File: src/rtl/pgf_pkg.sv
// Package for the process grid factoriser.
// Holds field widths, status codes and the sequencer state type.
// No dependencies.
`default_nettype none
package pgf_pkg;
  localparam int RankW   = 16;
  localparam int VoxW    = 20;
  localparam int DivW    = 16;
  localparam int ScoreW  = 60;
  localparam int StatusW = 2;
  localparam int ProdW   = 2 * VoxW;

  localparam logic [StatusW-1:0] StOk     = 2'd0;
  localparam logic [StatusW-1:0] StZero   = 2'd1;
  localparam logic [StatusW-1:0] StNoGrid = 2'd2;

  typedef enum logic [3:0] {
    S_IDLE, S_DIV, S_I_START, S_I_CHK, S_J_START, S_J_CHK, S_LX, S_LY, S_LZ,
    S_HALO, S_CMP, S_J_NEXT, S_I_NEXT, S_FIN
  } state_e;
endpackage
`default_nettype wire

File: src/rtl/process_grid_factorizer_top.sv
// Process grid factoriser top level: sequencer around one shared restoring
// divider and one shared multiplier. Depends on pgf_pkg.
// A zero extent or a count of 0 or 1 answers in the cycle after accept; otherwise the
// sequencer divides for each candidate i and j, then scores each triple that fits. One
// item at a time: busy stays high until the one-cycle result beat on done_o (no stall).
// Async reset returns to idle.
`default_nettype none
module process_grid_factorizer_top (
  input  wire logic                          clk_i,
  input  wire logic                          rst_ni,
  input  wire logic                          start,
  output logic                               busy,
  input  wire logic [pgf_pkg::RankW-1:0]     rank_count_i,
  input  wire logic [pgf_pkg::VoxW-1:0]      vox_x_i,
  input  wire logic [pgf_pkg::VoxW-1:0]      vox_y_i,
  input  wire logic [pgf_pkg::VoxW-1:0]      vox_z_i,
  input  wire logic                          policy_i,
  output logic                               done_o,
  output logic [pgf_pkg::DivW-1:0]           div_x_o,
  output logic [pgf_pkg::DivW-1:0]           div_y_o,
  output logic [pgf_pkg::DivW-1:0]           div_z_o,
  output logic [pgf_pkg::ScoreW-1:0]         best_score_o,
  output logic [pgf_pkg::StatusW-1:0]        status_o
);
  localparam int RW = pgf_pkg::RankW;
  localparam int VW = pgf_pkg::VoxW;
  localparam int SW = pgf_pkg::ScoreW;
  localparam int PW = pgf_pkg::ProdW;

  pgf_pkg::state_e state_q, state_d, ret_q, ret_d;

  logic [RW-1:0] n_q, n_d;
  logic [VW-1:0] vx_q, vx_d, vy_q, vy_d, vz_q, vz_d;
  logic          pol_q, pol_d;
  logic [RW:0]   i_q, i_d, j_q, j_d;
  logic [RW-1:0] rest_q, rest_d, k_q, k_d;
  logic [VW-1:0] lx_q, lx_d, ly_q, ly_d, lz_q, lz_d;
  logic [RW-1:0] bi_q, bi_d, bj_q, bj_d, bk_q, bk_d;
  logic [SW-1:0] best_q, best_d, sc_q, sc_d;
  logic          found_q, found_d;
  logic [PW-1:0] p_q, p_d;
  logic [2:0]    h_q, h_d;

  // shared divider
  logic [VW-1:0] dvd_q, dvd_d, quo_q, quo_d;
  logic [RW-1:0] dvs_q, dvs_d, rem_q, rem_d;
  logic [4:0]    cnt_q, cnt_d;
  logic [RW:0]   trial;
  logic          fits;

  // shared multiplier
  logic [PW-1:0] mul_a;
  logic [VW-1:0] mul_b;
  logic [SW-1:0] mul_p;

  logic [VW-1:0] mx, mn;

  logic          done_d;
  logic [RW-1:0] odx_d, ody_d, odz_d;
  logic [SW-1:0] osc_d;
  logic [1:0]    ost_d;

  assign trial = {rem_q, dvd_q[VW-1]};
  assign fits  = trial >= {1'b0, dvs_q};
  assign mul_p = {{(SW-PW){1'b0}}, mul_a} * {{(SW-VW){1'b0}}, mul_b};

  always_comb begin
    mul_a = p_q;
    mul_b = '0;
    case (h_q)
      3'd0: begin mul_a = {{(PW-VW){1'b0}}, ly_q}; mul_b = lz_q; end
      3'd1: begin mul_a = p_q; mul_b = {{(VW-RW){1'b0}}, i_q[RW-1:0] - 1'b1}; end
      3'd2: begin mul_a = {{(PW-VW){1'b0}}, lz_q}; mul_b = lx_q; end
      3'd3: begin mul_a = p_q; mul_b = {{(VW-RW){1'b0}}, j_q[RW-1:0] - 1'b1}; end
      3'd4: begin mul_a = {{(PW-VW){1'b0}}, lx_q}; mul_b = ly_q; end
      3'd5: begin mul_a = p_q; mul_b = {{(VW-RW){1'b0}}, k_q - 1'b1}; end
      default: begin mul_a = p_q; mul_b = '0; end
    endcase
  end

  always_comb begin
    mx = lx_q;
    mn = lx_q;
    if (ly_q > mx) mx = ly_q;
    if (lz_q > mx) mx = lz_q;
    if (ly_q < mn) mn = ly_q;
    if (lz_q < mn) mn = lz_q;
  end

  always_comb begin
    state_d = state_q; ret_d = ret_q;
    n_d = n_q; vx_d = vx_q; vy_d = vy_q; vz_d = vz_q; pol_d = pol_q;
    i_d = i_q; j_d = j_q; rest_d = rest_q; k_d = k_q;
    lx_d = lx_q; ly_d = ly_q; lz_d = lz_q;
    bi_d = bi_q; bj_d = bj_q; bk_d = bk_q; best_d = best_q; found_d = found_q;
    sc_d = sc_q; p_d = p_q; h_d = h_q;
    dvd_d = dvd_q; dvs_d = dvs_q; rem_d = rem_q; quo_d = quo_q; cnt_d = cnt_q;
    done_d = 1'b0;
    odx_d = div_x_o; ody_d = div_y_o; odz_d = div_z_o;
    osc_d = best_score_o; ost_d = status_o;
    case (state_q)
      pgf_pkg::S_IDLE: begin
        if (start) begin
          n_d = rank_count_i; vx_d = vox_x_i; vy_d = vox_y_i; vz_d = vox_z_i;
          pol_d = policy_i; found_d = 1'b0; best_d = '0;
          if (vox_x_i == '0 || vox_y_i == '0 || vox_z_i == '0) begin
            done_d = 1'b1; odx_d = '0; ody_d = '0; odz_d = '0; osc_d = '0;
            ost_d = pgf_pkg::StZero;
          end else if (rank_count_i <= RW'(1)) begin
            done_d = 1'b1; odx_d = RW'(1); ody_d = RW'(1); odz_d = RW'(1);
            osc_d = '0; ost_d = pgf_pkg::StOk;
          end else begin
            i_d = (RW+1)'(1);
            state_d = pgf_pkg::S_I_START;
          end
        end
      end
      pgf_pkg::S_DIV: begin
        dvd_d = {dvd_q[VW-2:0], 1'b0};
        rem_d = fits ? RW'(trial - {1'b0, dvs_q}) : trial[RW-1:0];
        quo_d = {quo_q[VW-2:0], fits};
        cnt_d = cnt_q + 1'b1;
        if (cnt_q == 5'(VW-1)) state_d = ret_q;
      end
      pgf_pkg::S_I_START: begin
        dvd_d = {{(VW-RW){1'b0}}, n_q}; dvs_d = i_q[RW-1:0];
        rem_d = '0; quo_d = '0; cnt_d = '0;
        ret_d = pgf_pkg::S_I_CHK; state_d = pgf_pkg::S_DIV;
      end
      pgf_pkg::S_I_CHK: begin
        if (rem_q != '0) state_d = pgf_pkg::S_I_NEXT;
        else if ({{(VW-RW-1){1'b0}}, i_q} > vx_q) state_d = pgf_pkg::S_FIN;
        else begin
          rest_d = quo_q[RW-1:0]; j_d = (RW+1)'(1);
          state_d = pgf_pkg::S_J_START;
        end
      end
      pgf_pkg::S_J_START: begin
        dvd_d = {{(VW-RW){1'b0}}, rest_q}; dvs_d = j_q[RW-1:0];
        rem_d = '0; quo_d = '0; cnt_d = '0;
        ret_d = pgf_pkg::S_J_CHK; state_d = pgf_pkg::S_DIV;
      end
      pgf_pkg::S_J_CHK: begin
        if (rem_q != '0) state_d = pgf_pkg::S_J_NEXT;
        else if ({{(VW-RW-1){1'b0}}, j_q} > vy_q) state_d = pgf_pkg::S_I_NEXT;
        else if (quo_q > vz_q) state_d = pgf_pkg::S_J_NEXT;
        else begin
          k_d = quo_q[RW-1:0];
          dvd_d = vx_q; dvs_d = i_q[RW-1:0];
          rem_d = '0; quo_d = '0; cnt_d = '0;
          ret_d = pgf_pkg::S_LX; state_d = pgf_pkg::S_DIV;
        end
      end
      pgf_pkg::S_LX: begin
        lx_d = quo_q;
        dvd_d = vy_q; dvs_d = j_q[RW-1:0];
        rem_d = '0; quo_d = '0; cnt_d = '0;
        ret_d = pgf_pkg::S_LY; state_d = pgf_pkg::S_DIV;
      end
      pgf_pkg::S_LY: begin
        ly_d = quo_q;
        dvd_d = vz_q; dvs_d = k_q;
        rem_d = '0; quo_d = '0; cnt_d = '0;
        ret_d = pgf_pkg::S_LZ; state_d = pgf_pkg::S_DIV;
      end
      pgf_pkg::S_LZ: begin
        lz_d = quo_q;
        h_d = '0; sc_d = '0;
        state_d = pgf_pkg::S_HALO;
      end
      pgf_pkg::S_HALO: begin
        // score bounded below 2^59 for these widths: no saturation reached
        if (pol_q) begin
          sc_d = {{(SW-VW){1'b0}}, mx - mn};
          state_d = pgf_pkg::S_CMP;
        end else begin
          if (h_q[0]) sc_d = sc_q + mul_p;
          else p_d = mul_p[PW-1:0];
          h_d = h_q + 1'b1;
          if (h_q == 3'd5) state_d = pgf_pkg::S_CMP;
        end
      end
      pgf_pkg::S_CMP: begin
        if (!found_q || sc_q < best_q) begin
          found_d = 1'b1; best_d = sc_q;
          bi_d = i_q[RW-1:0]; bj_d = j_q[RW-1:0]; bk_d = k_q;
        end
        state_d = pgf_pkg::S_J_NEXT;
      end
      pgf_pkg::S_J_NEXT: begin
        j_d = j_q + 1'b1;
        if (j_q >= {1'b0, rest_q}) state_d = pgf_pkg::S_I_NEXT;
        else state_d = pgf_pkg::S_J_START;
      end
      pgf_pkg::S_I_NEXT: begin
        i_d = i_q + 1'b1;
        if (i_q >= {1'b0, n_q}) state_d = pgf_pkg::S_FIN;
        else state_d = pgf_pkg::S_I_START;
      end
      pgf_pkg::S_FIN: begin
        done_d = 1'b1;
        if (found_q) begin
          odx_d = bi_q; ody_d = bj_q; odz_d = bk_q; osc_d = best_q;
          ost_d = pgf_pkg::StOk;
        end else begin
          odx_d = '0; ody_d = '0; odz_d = '0; osc_d = '0;
          ost_d = pgf_pkg::StNoGrid;
        end
        state_d = pgf_pkg::S_IDLE;
      end
      default: state_d = pgf_pkg::S_IDLE;
    endcase
  end

  always_ff @(posedge clk_i or negedge rst_ni) begin
    if (!rst_ni) begin
      state_q <= pgf_pkg::S_IDLE;
      ret_q   <= pgf_pkg::S_IDLE;
      done_o  <= 1'b0;
    end else begin
      state_q <= state_d;
      ret_q   <= ret_d;
      done_o  <= done_d;
    end
  end

  always_ff @(posedge clk_i) begin
    n_q <= n_d; vx_q <= vx_d; vy_q <= vy_d; vz_q <= vz_d; pol_q <= pol_d;
    i_q <= i_d; j_q <= j_d; rest_q <= rest_d; k_q <= k_d;
    lx_q <= lx_d; ly_q <= ly_d; lz_q <= lz_d;
    bi_q <= bi_d; bj_q <= bj_d; bk_q <= bk_d; best_q <= best_d;
    found_q <= found_d; sc_q <= sc_d; p_q <= p_d; h_q <= h_d;
    dvd_q <= dvd_d; dvs_q <= dvs_d; rem_q <= rem_d; quo_q <= quo_d; cnt_q <= cnt_d;
    div_x_o <= odx_d; div_y_o <= ody_d; div_z_o <= odz_d;
    best_score_o <= osc_d; status_o <= ost_d;
  end

  assign busy = (state_q != pgf_pkg::S_IDLE);
endmodule
`default_nettype wire

File: config.mk
export PLATFORM = sky130hd
export DESIGN_NAME = process_grid_factorizer_top
export DESIGN_NICKNAME = d
export VERILOG_FILES = /design/src/rtl/pgf_pkg.sv /design/src/rtl/process_grid_factorizer_top.sv
export SDC_FILE = /design/constraint.sdc
export NUM_CORES = 2
export LEC_CHECK = 0
export BUFFER_PORTS_ARGS = -buffer_cell sky130_fd_sc_hd__buf_2
export CAP_MARGIN = 20
export CORE_UTILIZATION = 38
export DETAILED_ROUTE_END_ITERATION = 6
export GPL_ROUTABILITY_DRIVEN = 0
export PLACE_DENSITY_LB_ADDON = 0.05
export SLEW_MARGIN = 20
export SYNTH_ARGS = -nofsm -noshare
export SYNTH_HDL_FRONTEND = slang
export SYNTH_SLANG_ARGS = --single-unit
File: constraint.sdc
create_clock -name clk_i -period 27.2 [get_ports clk_i]
set_input_delay 0 -clock clk_i [delete_from_list [all_inputs] [get_ports clk_i]]
set_output_delay 0 -clock clk_i [all_outputs]
set_load 0.01 [all_outputs]
==> impl_metrics.toml <==
[timing]
period_needed_ps = 13890
fin_tns_setup_ps = 0
clock_skew_ps = 74.5
rsz0062_at_grt = "no"
final.period_utilization = 0.511
finalMaxSlewViolations = 0
hold_viol_final = 0
finalSetupViolCount = 0
fmax_ghz = 0.0720
worst_slew_pin_slew_ps = 1100
max_slew_margin = 0.266

[run]
max-cap-violations = 0

[yosys]
netlist_instances = 6164
seq_area_frac_synth = 0.305
yosys_warnings = 0
yosysUniqueCellTypes = 94
synthArstFlopShare = 0.0147
synth_edf_count = 602
syn_area_sq_mm = 0.0599
synth_ff_type = "edfxtp_1"
avgSynthCellArea_sq_um = 9.72
ys_ff_latch = 611

[critical_path]
start_kind = "register"
required_ps = 27580
reg2regPathDepth = 40
critPathSlowestCell = "a2111oi_0"
cp_data_arrival_time_ps = 14270
max_stage_delay_ps = 840
endpoint_kind = "register"
crit_fanout = 50
endpoint = "sc_q[44]"
startpoint = "h_q[2]"
rrSetupSlack_ps = 13310
crit_top_cell = "fa_1"
criticalPathCategory = "register to register"
worstReg2RegEnd = "sc_q[44]"
r2r_start = "h_q[2]"

[route]
num_vias = 46300
viasPerCell = 5.38
ant_nets = 0
drcViolationCount = 1
drt-total-wl_microns = 204000
first_pass_iters = 7
wl_per_cell_microns = 23.8
drt_iter0_drc = 3921

[cts]
cts_setup_buffers = 0
cts_buffers = 75
hold_buffers = 135
cts.sinks = 611
clockBufferDepth = 3
cts-resized-gates = 0
cts_tree = "yes"
htree_levels = 3
clockRootBuffer = "clkbuf_16"
clk_pin_slew_ps = 60
clk_latency_ps = 700

[floorplanning]
fp-row-count = 145
die_h_microns = 399
ios = 192
dieArea_sq_mm = 0.159
start_util = 0.383
fp.coreArea_sq_mm = 0.156
die_w_microns = 399

[global_route]
grt_usage = 0.260
grt_pass1_vias = 47000
overflow = 0
grt_first_pass_wirelength_microns = 308000
grt_max_degree = 77
grt_antenna_before_repair = 14

[worst_hold_path]
hp-class = "input pin to register"

[placed_design]
port_buffers = 191
detailed_place_hpwl_microns = 157000

[outcome]
violations = "DRC"
status = "finished, violations left"

[final_layout]
areaGrowthSynthToFinish_pct = 12.6
drive_gt1_frac = 0.0731
layout.nets = 7718
==> synth_stat cells (7+ instances only) <==
library cell / count / share of area
mux2i_1: 44 / 0.0073
nand2_1: 773 / 0.048
nor3_1: 142 / 0.012
nor2b_1: 46 / 0.0048
a31oi_1: 38 / 0.0040
nor4_1: 37 / 0.0039
and2_1: 69 / 0.0072
o211ai_1: 19 / 0.0024
o211a_1: 7 / 0.0012
edfxtp_1: 602 / 0.30
xor2_1: 70 / 0.010
o21bai_1: 18 / 0.0023
or3_1: 27 / 0.0028
a221oi_1: 12 / 0.0018
a22o_1: 10 / 0.0015
a21o_1: 144 / 0.018
buf_1: 21 / 0.0013
nand2b_1: 28 / 0.0029
o21ai_0: 120 / 0.010
dfrtp_1: 9 / 0.0038
a222oi_1: 19 / 0.0032
fa_1: 683 / 0.23
a22oi_1: 36 / 0.0045
a2111oi_0: 8 / 0.0012
o21ai_1: 42 / 0.0035
a221o_1: 20 / 0.0033
nand3_1: 79 / 0.0066
nand4_1: 60 / 0.0063
nand2_2: 10 / 0.0010
o31ai_1: 8 / 0.0010
a211oi_1: 30 / 0.0038
and4_1: 10 / 0.0015
o21a_1: 40 / 0.0050
inv_1: 952 / 0.060
o22ai_1: 31 / 0.0032
xnor2_1: 91 / 0.013
a21oi_1: 289 / 0.024
clkbuf_1: 251 / 0.016
and3_1: 165 / 0.017
ha_1: 477 / 0.10
nor2_1: 489 / 0.031
==> registers in the layout, indices dropped and copies added, names as in the netlist, 17 cells and up <==
name and cells:
quo_q 20, dvd_q 20, ly_q 20, vz_q 20, p_q 40, lz_q 20
vx_q 20, best_q 60, best_score_o 60, i_q 17, lx_q 20, j_q 17
sc_q 60, vy_q 20
==> critical path, delay by kind of cell, from the launching register on <==
kind	cells	cell delay (ps)
XOR/XNOR	1	170
buffers and inverters	6	1130
AND/OR/NAND/NOR	13	3090
adder cells (fa/ha/maj)	10	4870
flip-flops	1	320
AO/OA/AOI/OAI	10	4000
==> area by class of cell <==
class                           count  area [sq um]
Antenna cell                        1          2.50
Clock buffer                       88          1930
Clock inverter                     47           479
Fill cell                       15500         88900
Inverter                          955          3580
Multi-Input combinational cell   4398         37500
Sequential cell                   611         18300
Tap cell                         2058          2570
Timing Repair Buffer              437          3150
==> cells by family (layout without fill, tap and decap cells) <==
| group | Yosys count | count (layout) | share of synthesized area |
|---|---|---|---|
| and+or+nand+nor | 1974 | 1974 | 0.150 |
| other | 2 | 81 | 0.000125 |
| muxes | 49 | 49 | 0.00852 |
| AOI/OAI and AO/OA | 973 | 973 | 0.106 |
| buffers and inverters | 1233 | 1527 | 0.0778 |
| DFF | 611 | 611 | 0.305 |
| adders and majority gates | 1161 | 1161 | 0.328 |
| xor gates and xnor gates | 161 | 161 | 0.0235 |
==> cell usage in the layout, fill, tap and decap left out, drive strengths merged, types with 144 or more instances in the layout <==
| cell | netlist | layout |
|---|---|---|
| inv | 952 | 957 |
| buf | 27 | 302 |
| a21o | 144 | 144 |
| nand2 | 783 | 783 |
| nor2 | 490 | 490 |
| o21ai | 162 | 162 |
| a21oi | 289 | 289 |
| edfxtp | 602 | 602 |
| ha | 477 | 477 |
| fa | 683 | 683 |
| and3 | 165 | 165 |
==> metal layers <==
metal	part of all wire	vias to the layer above	global-route usage	routed length, microns
met2	0.43	1469	0.385	86900
met1	0.49	23400	0.402	99700
met3	0.072	167	0.0393	14700
met5	0.000064	-	0	13
met4	0.014	2	0.0422	2840
li1	-	21200	-	-
==> stage by stage <==
| step | hold WS [ps] | instance area (sq um) | setup slack, ps | cells | util |
|---|---|---|---|---|---|
| 2_1_floorplan | -296 | 60200 | 15700 | 6242 | - |
| 4_1_cts | 1.35 | 67500 | 13590 | 8593 | 0.431 |
| 6_report | 43.8 | 67500 | 13310 | 8595 | 0.431 |
| 3_3_place_gp | -100 | 63700 | 13760 | 8322 | 0.407 |
| 5_1_grt | 33.8 | 67500 | 12740 | 8594 | 0.431 |
| 3_5_place_dp | -99.3 | 63700 | 13660 | 8323 | 0.407 |
==> worst min path at each step <==
stage,slack (ps),to,cells past startpoint,start
after global placement,-100,done_o,1,rst_ni
after CTS,1,vy_q[4],2,vox_y_i[4]
after floorplan,-300,done_o,0,rst_ni
final,40,vy_q[18],2,vox_y_i[18]
after global routing,30,vy_q[8],2,vox_y_i[8]
after detailed placement,-100,done_o,1,rst_ni
Power is not shown: default switching activity piles up to over one toggle a cycle in this logic, so the estimate is an artifact.
